===== src/rtl/mcpwm_pkg.sv =====
// Shared types and constants for the multi-channel PWM scheduler.
package mcpwm_pkg;

    localparam int NUM_CHANNELS_DEF = 8;
    localparam int TIME_BITS_DEF    = 32;

    localparam int ELAPSED_W  = 16;
    localparam int LEN_W      = 16;
    localparam int CHAN_W     = 3;
    localparam int LEVELS_W   = 8;
    localparam int OUT_TIME_W = 32;
    localparam int MAXP_W     = 16;

    localparam logic [MAXP_W-1:0] MAXP_RESET = 16'hFFFF;

    // stream payload widths, padded to whole bytes
    localparam int S_TDATA_W = 56;
    localparam int M_TDATA_W = 72;

    localparam int APB_ADDR_W = 3;
    localparam int APB_DATA_W = 32;

    // word address of the register
    localparam logic REG_MAX_PERIOD = 1'b0;

    typedef enum logic {
        CMD_TICK = 1'b0,
        CMD_CFG  = 1'b1
    } cmd_t;

    // per-channel step issued to the channel unit
    typedef struct packed {
        logic vld;
        logic tick;
        logic en;
        logic level;
    } step_t;

    // write-back from the channel unit
    typedef struct packed {
        logic wr;
        logic level;
    } upd_t;

endpackage


===== src/rtl/mcpwm_ram.sv =====
// Generic single write port, single read port RAM with registered read.
module mcpwm_ram #(
    parameter int WIDTH = 64,
    parameter int DEPTH = 8
) (
    input  logic                                   clk,
    input  logic                                   we,
    input  logic [((DEPTH > 1) ? $clog2(DEPTH) : 1)-1:0] waddr,
    input  logic [WIDTH-1:0]                       wdata,
    input  logic [((DEPTH > 1) ? $clog2(DEPTH) : 1)-1:0] raddr,
    output logic [WIDTH-1:0]                       rdata
);

    logic [WIDTH-1:0] mem [DEPTH];

    always_ff @(posedge clk)
    begin
        if (we)
        begin
            mem[waddr] <= wdata;
        end
        rdata <= mem[raddr];
    end

endmodule


===== src/rtl/mcpwm_chan_unit.sv =====
// Shared per-channel unit: due check and toggle, distance key, running minimum.
module mcpwm_chan_unit #(
    parameter int TIME_BITS = mcpwm_pkg::TIME_BITS_DEF
) (
    input  logic                            clk,
    input  logic                            rst_n,
    input  logic                            clear,
    input  logic [mcpwm_pkg::MAXP_W-1:0]    max_period,
    input  logic [TIME_BITS-1:0]            now,
    input  mcpwm_pkg::step_t                step,
    input  logic [TIME_BITS-1:0]            due,
    input  logic [mcpwm_pkg::LEN_W-1:0]     high_len,
    input  logic [mcpwm_pkg::LEN_W-1:0]     low_len,
    output mcpwm_pkg::upd_t                 upd,
    output logic [TIME_BITS-1:0]            new_due,
    output logic [TIME_BITS-1:0]            best,
    output logic                            busy
);

    localparam logic [TIME_BITS-1:0] HALF = {1'b1, {(TIME_BITS-1){1'b0}}};

    logic [TIME_BITS-1:0] diff;
    logic                 is_due;
    logic                 act;
    logic [TIME_BITS-1:0] due_lo;
    logic [TIME_BITS-1:0] due_hi;

    logic                 b_vld_reg;
    logic                 b_en_reg;
    logic [TIME_BITS-1:0] b_due_reg;
    logic                 c_vld_reg;
    logic                 c_en_reg;
    logic [TIME_BITS-1:0] c_key_reg;
    logic [TIME_BITS-1:0] best_reg;
    logic [TIME_BITS-1:0] best_next;

    // stage A: due test and both candidate due times side by side
    always_comb
    begin
        diff   = now - due;
        is_due = ~diff[TIME_BITS-1];
        act    = step.vld && step.tick && step.en && is_due;
        due_lo = due + TIME_BITS'(low_len);
        due_hi = due + TIME_BITS'(high_len);
        upd.wr    = 1'b0;
        upd.level = step.level;
        new_due   = due;
        if (act)
        begin
            if (step.level && (low_len != '0))
            begin
                upd.wr    = 1'b1;
                upd.level = 1'b0;
                new_due   = due_lo;
            end
            else if (high_len != '0)
            begin
                upd.wr    = 1'b1;
                upd.level = 1'b1;
                new_due   = due_hi;
            end
        end
    end

    always_ff @(posedge clk or negedge rst_n)
    begin
        if (!rst_n)
        begin
            b_vld_reg <= 1'b0;
            c_vld_reg <= 1'b0;
        end
        else
        begin
            b_vld_reg <= step.vld;
            c_vld_reg <= b_vld_reg;
        end
    end

    // stages B and C: signed distance key, then the minimum
    always_comb
    begin
        best_next = best_reg;
        if (clear)
        begin
            best_next = TIME_BITS'(max_period) ^ HALF;
        end
        else if (c_vld_reg && c_en_reg)
        begin
            if (c_key_reg < best_reg)
            begin
                best_next = c_key_reg;
            end
        end
    end

    always_ff @(posedge clk)
    begin
        b_en_reg  <= step.en;
        b_due_reg <= new_due;
        c_en_reg  <= b_en_reg;
        c_key_reg <= (b_due_reg - now) ^ HALF;
        best_reg  <= best_next;
    end

    assign best = best_reg;
    assign busy = b_vld_reg | c_vld_reg;

endmodule


===== src/rtl/multi_channel_pwm_scheduler_unit.sv =====
// Top level of the multi-channel PWM scheduler.
//
// Each input transaction is a tick (tuser = 0), which adds elapsed timer clocks to the
// wrapping time count and toggles every enabled channel that has come due, or a
// configure (tuser = 1), which loads one channel's high and low lengths and enable and
// restarts its phase at the current time. Every input transaction gives exactly one
// output transaction with the channel levels, the time count and the earliest due time
// of the enabled channels, capped at now plus max_period. Channel due times and lengths
// sit in a small RAM; one shared channel unit walks the channels one per cycle. After the
// walk the channel pipeline drains, the sequencer sees it empty and moves to its finish
// state, and that state loads the output register. The input side is not ready while
// an item is in work and takes the next item at the earliest in the cycle the result
// appears; the result waits in an output register, and the next item can be taken while
// it waits. max_period is written over the APB-style port at byte address 0.
module multi_channel_pwm_scheduler_unit #(
    parameter int NUM_CHANNELS = mcpwm_pkg::NUM_CHANNELS_DEF,
    parameter int TIME_BITS    = mcpwm_pkg::TIME_BITS_DEF
) (
    input  logic                              clk,
    input  logic                              rst_n,
    // input stream
    input  logic                              s_tvalid,
    output logic                              s_tready,
    // elapsed[15:0], channel[18:16], high_time[34:19], low_time[50:35], enable[51]
    input  logic [mcpwm_pkg::S_TDATA_W-1:0]   s_tdata,
    // cmd[0]
    input  logic                              s_tuser,
    // result stream
    output logic                              m_tvalid,
    input  logic                              m_tready,
    // levels[7:0], now[39:8], next_event[71:40]
    output logic [mcpwm_pkg::M_TDATA_W-1:0]   m_tdata,
    // configuration port
    input  logic                              psel,
    input  logic                              penable,
    input  logic                              pwrite,
    input  logic [mcpwm_pkg::APB_ADDR_W-1:0]  paddr,
    input  logic [mcpwm_pkg::APB_DATA_W-1:0]  pwdata,
    output logic [mcpwm_pkg::APB_DATA_W-1:0]  prdata,
    output logic                              pready
);

    localparam int CH_W    = (NUM_CHANNELS > 1) ? $clog2(NUM_CHANNELS) : 1;
    localparam int CNT_W   = $clog2(NUM_CHANNELS + 1);
    localparam int LEN_W   = mcpwm_pkg::LEN_W;
    localparam int ENTRY_W = TIME_BITS + 2 * LEN_W;
    localparam int LVL_EXT = (NUM_CHANNELS > mcpwm_pkg::LEVELS_W) ? NUM_CHANNELS
                                                                  : mcpwm_pkg::LEVELS_W;
    localparam int TIME_EXT = (TIME_BITS > mcpwm_pkg::OUT_TIME_W) ? TIME_BITS
                                                                  : mcpwm_pkg::OUT_TIME_W;
    localparam logic [TIME_BITS-1:0] HALF = {1'b1, {(TIME_BITS-1){1'b0}}};

    typedef enum logic [2:0] {
        ST_IDLE   = 3'b001,
        ST_SCAN   = 3'b010,
        ST_FINISH = 3'b100
    } state_t;

    state_t state_reg, state_next;

    // input fields
    logic [mcpwm_pkg::ELAPSED_W-1:0] in_elapsed;
    logic [mcpwm_pkg::CHAN_W-1:0]    in_channel;
    logic [LEN_W-1:0]                in_high;
    logic [LEN_W-1:0]                in_low;
    logic                            in_enable;
    logic                            s_accept;
    logic                            tick_accept;
    logic                            cfg_accept;
    logic                            cfg_in_range;
    logic [CH_W-1:0]                 cfg_idx;

    assign in_elapsed = s_tdata[15:0];
    assign in_channel = s_tdata[18:16];
    assign in_high    = s_tdata[34:19];
    assign in_low     = s_tdata[50:35];
    assign in_enable  = s_tdata[51];

    assign s_tready     = (state_reg == ST_IDLE);
    assign s_accept     = s_tvalid && s_tready;
    assign tick_accept  = s_accept && (s_tuser == mcpwm_pkg::CMD_TICK);
    assign cfg_accept   = s_accept && (s_tuser == mcpwm_pkg::CMD_CFG);
    assign cfg_in_range = 32'(in_channel) < 32'(NUM_CHANNELS);
    assign cfg_idx      = CH_W'(in_channel);

    // configuration register
    logic [mcpwm_pkg::MAXP_W-1:0] max_period_reg;
    logic                         reg_wr;

    assign pready = 1'b1;
    assign reg_wr = psel && penable && pwrite && pready
                    && (paddr[2] == mcpwm_pkg::REG_MAX_PERIOD);
    assign prdata = (paddr[2] == mcpwm_pkg::REG_MAX_PERIOD)
                    ? mcpwm_pkg::APB_DATA_W'(max_period_reg) : '0;

    always_ff @(posedge clk or negedge rst_n)
    begin
        if (!rst_n)
        begin
            max_period_reg <= mcpwm_pkg::MAXP_RESET;
        end
        else if (reg_wr)
        begin
            max_period_reg <= pwdata[mcpwm_pkg::MAXP_W-1:0];
        end
    end

    // channel state: flags in flops, due time and lengths in RAM
    logic [TIME_BITS-1:0]    now_reg;
    logic [NUM_CHANNELS-1:0] en_reg;
    logic [NUM_CHANNELS-1:0] level_reg;
    logic [CNT_W-1:0]        cnt_reg;
    logic                    a_vld_reg;
    logic                    tick_mode_reg;
    logic [CH_W-1:0]         a_idx_reg;

    logic                    issue;
    logic                    ram_we;
    logic [CH_W-1:0]         ram_waddr;
    logic [ENTRY_W-1:0]      ram_wdata;
    logic [ENTRY_W-1:0]      ram_rdata;

    mcpwm_pkg::step_t        step;
    mcpwm_pkg::upd_t         upd;
    logic [TIME_BITS-1:0]    new_due;
    logic [TIME_BITS-1:0]    best;
    logic                    busy;

    assign issue = (state_reg == ST_SCAN) && (cnt_reg < CNT_W'(NUM_CHANNELS));

    // RAM entry: low length, high length, due time (lowest)
    always_comb
    begin
        if (cfg_accept)
        begin
            ram_we    = cfg_in_range;
            ram_waddr = cfg_idx;
            ram_wdata = {in_low, in_high, now_reg};
        end
        else
        begin
            ram_we    = upd.wr;
            ram_waddr = a_idx_reg;
            ram_wdata = {ram_rdata[ENTRY_W-1:TIME_BITS], new_due};
        end
    end

    mcpwm_ram #(
        .WIDTH (ENTRY_W),
        .DEPTH (NUM_CHANNELS)
    ) u_ram (
        .clk   (clk),
        .we    (ram_we),
        .waddr (ram_waddr),
        .wdata (ram_wdata),
        .raddr (cnt_reg[CH_W-1:0]),
        .rdata (ram_rdata)
    );

    always_comb
    begin
        step.vld   = a_vld_reg;
        step.tick  = tick_mode_reg;
        step.en    = en_reg[a_idx_reg];
        step.level = level_reg[a_idx_reg];
    end

    mcpwm_chan_unit #(
        .TIME_BITS (TIME_BITS)
    ) u_chan (
        .clk        (clk),
        .rst_n      (rst_n),
        .clear      (s_accept),
        .max_period (max_period_reg),
        .now        (now_reg),
        .step       (step),
        .due        (ram_rdata[TIME_BITS-1:0]),
        .high_len   (ram_rdata[TIME_BITS+LEN_W-1:TIME_BITS]),
        .low_len    (ram_rdata[ENTRY_W-1:TIME_BITS+LEN_W]),
        .upd        (upd),
        .new_due    (new_due),
        .best       (best),
        .busy       (busy)
    );

    // sequencer
    logic load_out;

    always_comb
    begin
        state_next = state_reg;
        load_out   = 1'b0;
        unique case (state_reg)
            ST_IDLE:
            begin
                if (s_accept)
                begin
                    state_next = ST_SCAN;
                end
            end
            ST_SCAN:
            begin
                // walk finished and channel pipeline drained
                if (!issue && !a_vld_reg && !busy)
                begin
                    state_next = ST_FINISH;
                end
            end
            ST_FINISH:
            begin
                if (!m_tvalid || m_tready)
                begin
                    load_out   = 1'b1;
                    state_next = ST_IDLE;
                end
            end
            default:
            begin
                state_next = ST_IDLE;
            end
        endcase
    end

    always_ff @(posedge clk or negedge rst_n)
    begin
        if (!rst_n)
        begin
            state_reg     <= ST_IDLE;
            now_reg       <= '0;
            en_reg        <= '0;
            level_reg     <= '0;
            cnt_reg       <= '0;
            a_vld_reg     <= 1'b0;
            tick_mode_reg <= 1'b0;
        end
        else
        begin
            state_reg <= state_next;
            a_vld_reg <= issue;
            if (s_accept)
            begin
                cnt_reg       <= '0;
                tick_mode_reg <= tick_accept;
            end
            else if (issue)
            begin
                cnt_reg <= cnt_reg + CNT_W'(1);
            end
            if (tick_accept)
            begin
                now_reg <= now_reg + TIME_BITS'(in_elapsed);
            end
            if (cfg_accept && cfg_in_range)
            begin
                en_reg[cfg_idx] <= in_enable;
            end
            if (upd.wr)
            begin
                level_reg[a_idx_reg] <= upd.level;
            end
        end
    end

    always_ff @(posedge clk)
    begin
        a_idx_reg <= cnt_reg[CH_W-1:0];
    end

    // output register
    logic                            m_tvalid_reg;
    logic [mcpwm_pkg::M_TDATA_W-1:0] m_tdata_reg;
    logic [TIME_BITS-1:0]            next_event;
    logic [TIME_EXT-1:0]             now_ext;
    logic [TIME_EXT-1:0]             next_ext;
    logic [LVL_EXT-1:0]              lvl_ext;

    assign next_event = now_reg + (best ^ HALF);
    assign now_ext    = TIME_EXT'(now_reg);
    assign next_ext   = TIME_EXT'(next_event);
    assign lvl_ext    = LVL_EXT'(level_reg);

    always_ff @(posedge clk or negedge rst_n)
    begin
        if (!rst_n)
        begin
            m_tvalid_reg <= 1'b0;
        end
        else if (load_out)
        begin
            m_tvalid_reg <= 1'b1;
        end
        else if (m_tready)
        begin
            m_tvalid_reg <= 1'b0;
        end
    end

    always_ff @(posedge clk)
    begin
        if (load_out)
        begin
            m_tdata_reg <= {next_ext[mcpwm_pkg::OUT_TIME_W-1:0],
                            now_ext[mcpwm_pkg::OUT_TIME_W-1:0],
                            lvl_ext[mcpwm_pkg::LEVELS_W-1:0]};
        end
    end

    assign m_tvalid = m_tvalid_reg;
    assign m_tdata  = m_tdata_reg;

    // checks
    assert property (@(posedge clk) disable iff (!rst_n)
        !tick_accept |=> (now_reg == $past(now_reg)))
        else $error("time count moved without a tick");

    assert property (@(posedge clk) disable iff (!rst_n)
        upd.wr |-> (en_reg[a_idx_reg] && tick_mode_reg && (state_reg == ST_SCAN)))
        else $error("channel toggled outside a tick pass or while disabled");

    assert property (@(posedge clk) disable iff (!rst_n)
        (cfg_accept && cfg_in_range) |=> (en_reg[$past(cfg_idx)] == $past(in_enable)))
        else $error("configure did not load the channel enable");

    assert property (@(posedge clk) disable iff (!rst_n)
        $rose(m_tvalid) |-> $past(state_reg == ST_FINISH))
        else $error("result raised outside the finish step");

endmodule


===== config.mk =====
export PLATFORM = sky130hd
export DESIGN_NAME = multi_channel_pwm_scheduler_unit
export DESIGN_NICKNAME = d
export VERILOG_FILES = /design/src/rtl/mcpwm_pkg.sv /design/src/rtl/mcpwm_ram.sv /design/src/rtl/mcpwm_chan_unit.sv /design/src/rtl/multi_channel_pwm_scheduler_unit.sv
export SDC_FILE = /design/constraint.sdc
export NUM_CORES = 1
export LEC_CHECK = 0
export BUFFER_PORTS_ARGS = -buffer_cell sky130_fd_sc_hd__buf_2
export CAP_MARGIN = 20
export CORE_ASPECT_RATIO = 0.6
export CORE_MARGIN = 10
export CORE_UTILIZATION = 50
export DETAILED_ROUTE_END_ITERATION = 8
export GPL_TIMING_DRIVEN = 0
export PLACE_DENSITY_LB_ADDON = 0.3
export SKIP_CTS_REPAIR_TIMING = 1
export SYNTH_ARGS = -nofsm -noshare
export SYNTH_HDL_FRONTEND = slang
export SYNTH_HIERARCHICAL = 1
export SYNTH_SLANG_ARGS = --single-unit

===== constraint.sdc =====
create_clock -name clk -period 11.2 [get_ports clk]
set_input_delay 2.8 -clock clk [delete_from_list [all_inputs] [get_ports clk]]
set_output_delay 2.8 -clock clk [all_outputs]
set_load 0.03 [all_outputs]

==> run metrics <==
status=finished, final reports clean; Synth area leaders=edfxtp_1 48%, dfxtp_1 7.9%, mux4_2 7.9%, ha_1 5.7%, mux2_2 5.4%; Post-synth EDFFs=600; Hold WS=about 0.34 ns; CP max-delay cell=nor3_2; largest fanout on the critical path=15; sequential area share after synthesis=between 60% and 70%; via count=23.3k; Max VDD drop=between 0.1 and 0.15 mV; worst-skew pair later-pin latency=0.67 ns; H-tree levels=3; dpl cell area=slightly above 40,000 µm²; fraction of final layout cells sized beyond drive strength 1=25.0%; Synth area leader=edfxtp_1; initial antenna violation count=4; pre-CTS setup slack=4.05 ns; first-pass GRT wire length=~140,000 µm; CTS Buf Count=just under 80; maximum clock frequency=about 0.13 GHz; fin. max-slew vios=0; Most used DFF post-synth=edfxtp_1; Final Setup Violations=0; Fin. Hold Viols=0; number of I/O port buffers=166; Util after Layout=57.9%; die area=86,900 µm²; Hold Path End=u_chan/c_en_reg$_DFF_P_; clk sinks=825; Yosys Warn Count=6; post-synth cell types=77; number of DRC markers in iteration 0=~2.6k; final antenna-violating net count=0; CP Class=register to register; core area=74,100 µm²; Top delay family on crit path=simple AND/OR/NAND/NOR gates; Die Width=374 µm; Worst slew margin=a little over a fifth; CTS Buffer Depth=3; syn_area_per_cell=14.6 µm²; max FFs per register=between 500 and 600; Gate Count Post-Synth=~2.6k; final instance area=around 43,000 µm²; DR pass1 iterations=6; vias in the first global route=23.5k; Crit. End Element=register; Die Y=about 230 µm; total gr overflow=0; Yosys top cell area share=between 40 and 50%; initial core utilization=50.7%; most frequent cells in the layout=600 x edfxtp_1, 180 x mux2_2, 179 x buf_2; R2R Setup Slk=3.69 ns; Arr. time, crit path=between 7 and 8 ns; Worst Path Required=between 10 and 15 ns; actual slew at the worst max-slew pin=~1.2 ns; PwrDens=around 270 nW/µm²; P&R area growth vs syn=14.1%; I/O pin cnt=~210; worst r2r src=now_ext[30]$_DFFE_PN0P_; cell depth of the worst min-delay path=0; clock root buffer=clkbuf_16; Buf+Inv Stages, Crit Path=6; fin crit share=between 60% and 70%; DP HPWL=between 60,000 and 70,000 µm; setup slack after layout=roughly 3.7 ns; Vias per Instance=just under 6; CP startpoint kind=register; Synth Register Bits=825; placer congestion estimate=a little over 0.9; Clock Skews=0.0303 ns; drt drc=0; crit-path cells=ha_1 > nand4_1 > nor4_1 > nand3_1 > a211oi_1 > o21a_1 > or2_2 > clkbuf_1 > o21ai_1 > inv_1 > clkbuf_1 > nand2b_1 > nand2_1 > nor3_2 > buf_6 > buf_6 > buf_4; Leak=roughly 0.016 µW; post-synthesis cell area=37,600 µm²; total track usage=between 20% and 30%; most common cell after layout, fill and taps aside=edfxtp_1; Worst path max stage delay=0.81 ns; ys async rst share=under 10%; Max-Cap Viols=0; Reg2Reg Depth=17; Detailed Route WL=around 94,000 µm; RSZ-0062 raised after global routing=no; Core Rows=slightly below 80; Reg-to-Reg End=u_ram/mem[4][41]$_DFFE_PP_; Hold WC Path Type=register to register; largest net degree at the start of global routing=61; Final Critical Period=7.51 ns; Nets=3,144; CTS tree=done; hold path start=u_chan/b_en_reg$_DFF_P_; Worst-path clk slew=~0.06 ns; DR WL/cell=23.9 µm
-- report_power, final --
group	total (µW)	internal [µW]	switching (µW)
clock network	2630	1450	1180
registers	4600	4130	465
logic	4550	1880	2670
-- how the worst max path moves through the flow --
stage	startpoint	to	cells after the start	slack (ns)
finish	now_ext[30]$_DFFE_PN0P_	u_ram/mem[4][41]$_DFFE_PP_	17	3.69
global route	now_ext[25]$_DFFE_PN0P_	u_ram/mem[4][38]$_DFFE_PP_	17	3.35
CTS	now_ext[29]$_DFFE_PN0P_	u_ram/mem[4][14]$_DFFE_PP_	17	3.99
detailed placement	now_ext[29]$_DFFE_PN0P_	u_ram/mem[4][41]$_DFFE_PP_	17	4.05
global placement	now_ext[25]$_DFFE_PN0P_	u_ram/mem[4][24]$_DFFE_PP_	14	-3.45
floorplan	s_tvalid	u_ram/mem[0][0]$_DFFE_PP_	7	2.19
-- cell usage after synthesis (51+ instances only) --
cell / n
o21ai_0: 67
dfrtp_1: 59
edfxtp_1: 600
dfxtp_1: 149
a21oi_1: 137
mux4_2: 132
mux2_2: 180
nand3_1: 51
nor2_1: 76
ha_1: 172
xnor2_1: 88
nand2_1: 120
inv_1: 120
-- cells by family (layout without fill, tap and decap cells) --
family          after synthesis  after routing  synth area share (%)
flops                       825            825                  61.0
simple gates                479            479                  6.70
xor+xnor                    133            133                  3.10
mux                         314            314                  13.4
other cells                   2             20                0.0200
fa+ha+maj                   177            177                  5.99
buf+inv                     223            566                  2.70
compound gates              422            422                  7.16
-- layer usage --
metal / up-vias / share of wire [%] / GRT usage [%]
met5: - / 0 / 0
li1: 10500 / - / -
met4: 0 / 1.9 / 5.03
met1: 11800 / 45 / 30.7
met3: 145 / 8.5 / 4.92
met2: 915 / 45 / 32.5
-- stage by stage --
| step | TNS [ns] | power [µW] | std cells |
|---|---|---|---|
| after floorplan | 0 | 7710 | 2590 |
| after global placement | -437.40 | 8900 | 3743 |
| after detailed placement | 0 | 9060 | 3776 |
| after CTS | 0 | 11700 | 3920 |
| after global routing | 0 | 12400 | 3921 |
| final | 0 | 11800 | 3923 |
-- final cells by class --
class	instances	area [µm²]
antenna	3	7.51
buffer	102	562
clock buffer	102	2120
clock inverter	42	429
fill	5658	31200
inverter	121	454
multi-input combinational	1542	13800
sequential	825	22900
tap	987	1230
timing repair buffer	199	1390
Note: power is estimated with default switching activity, not from simulation.
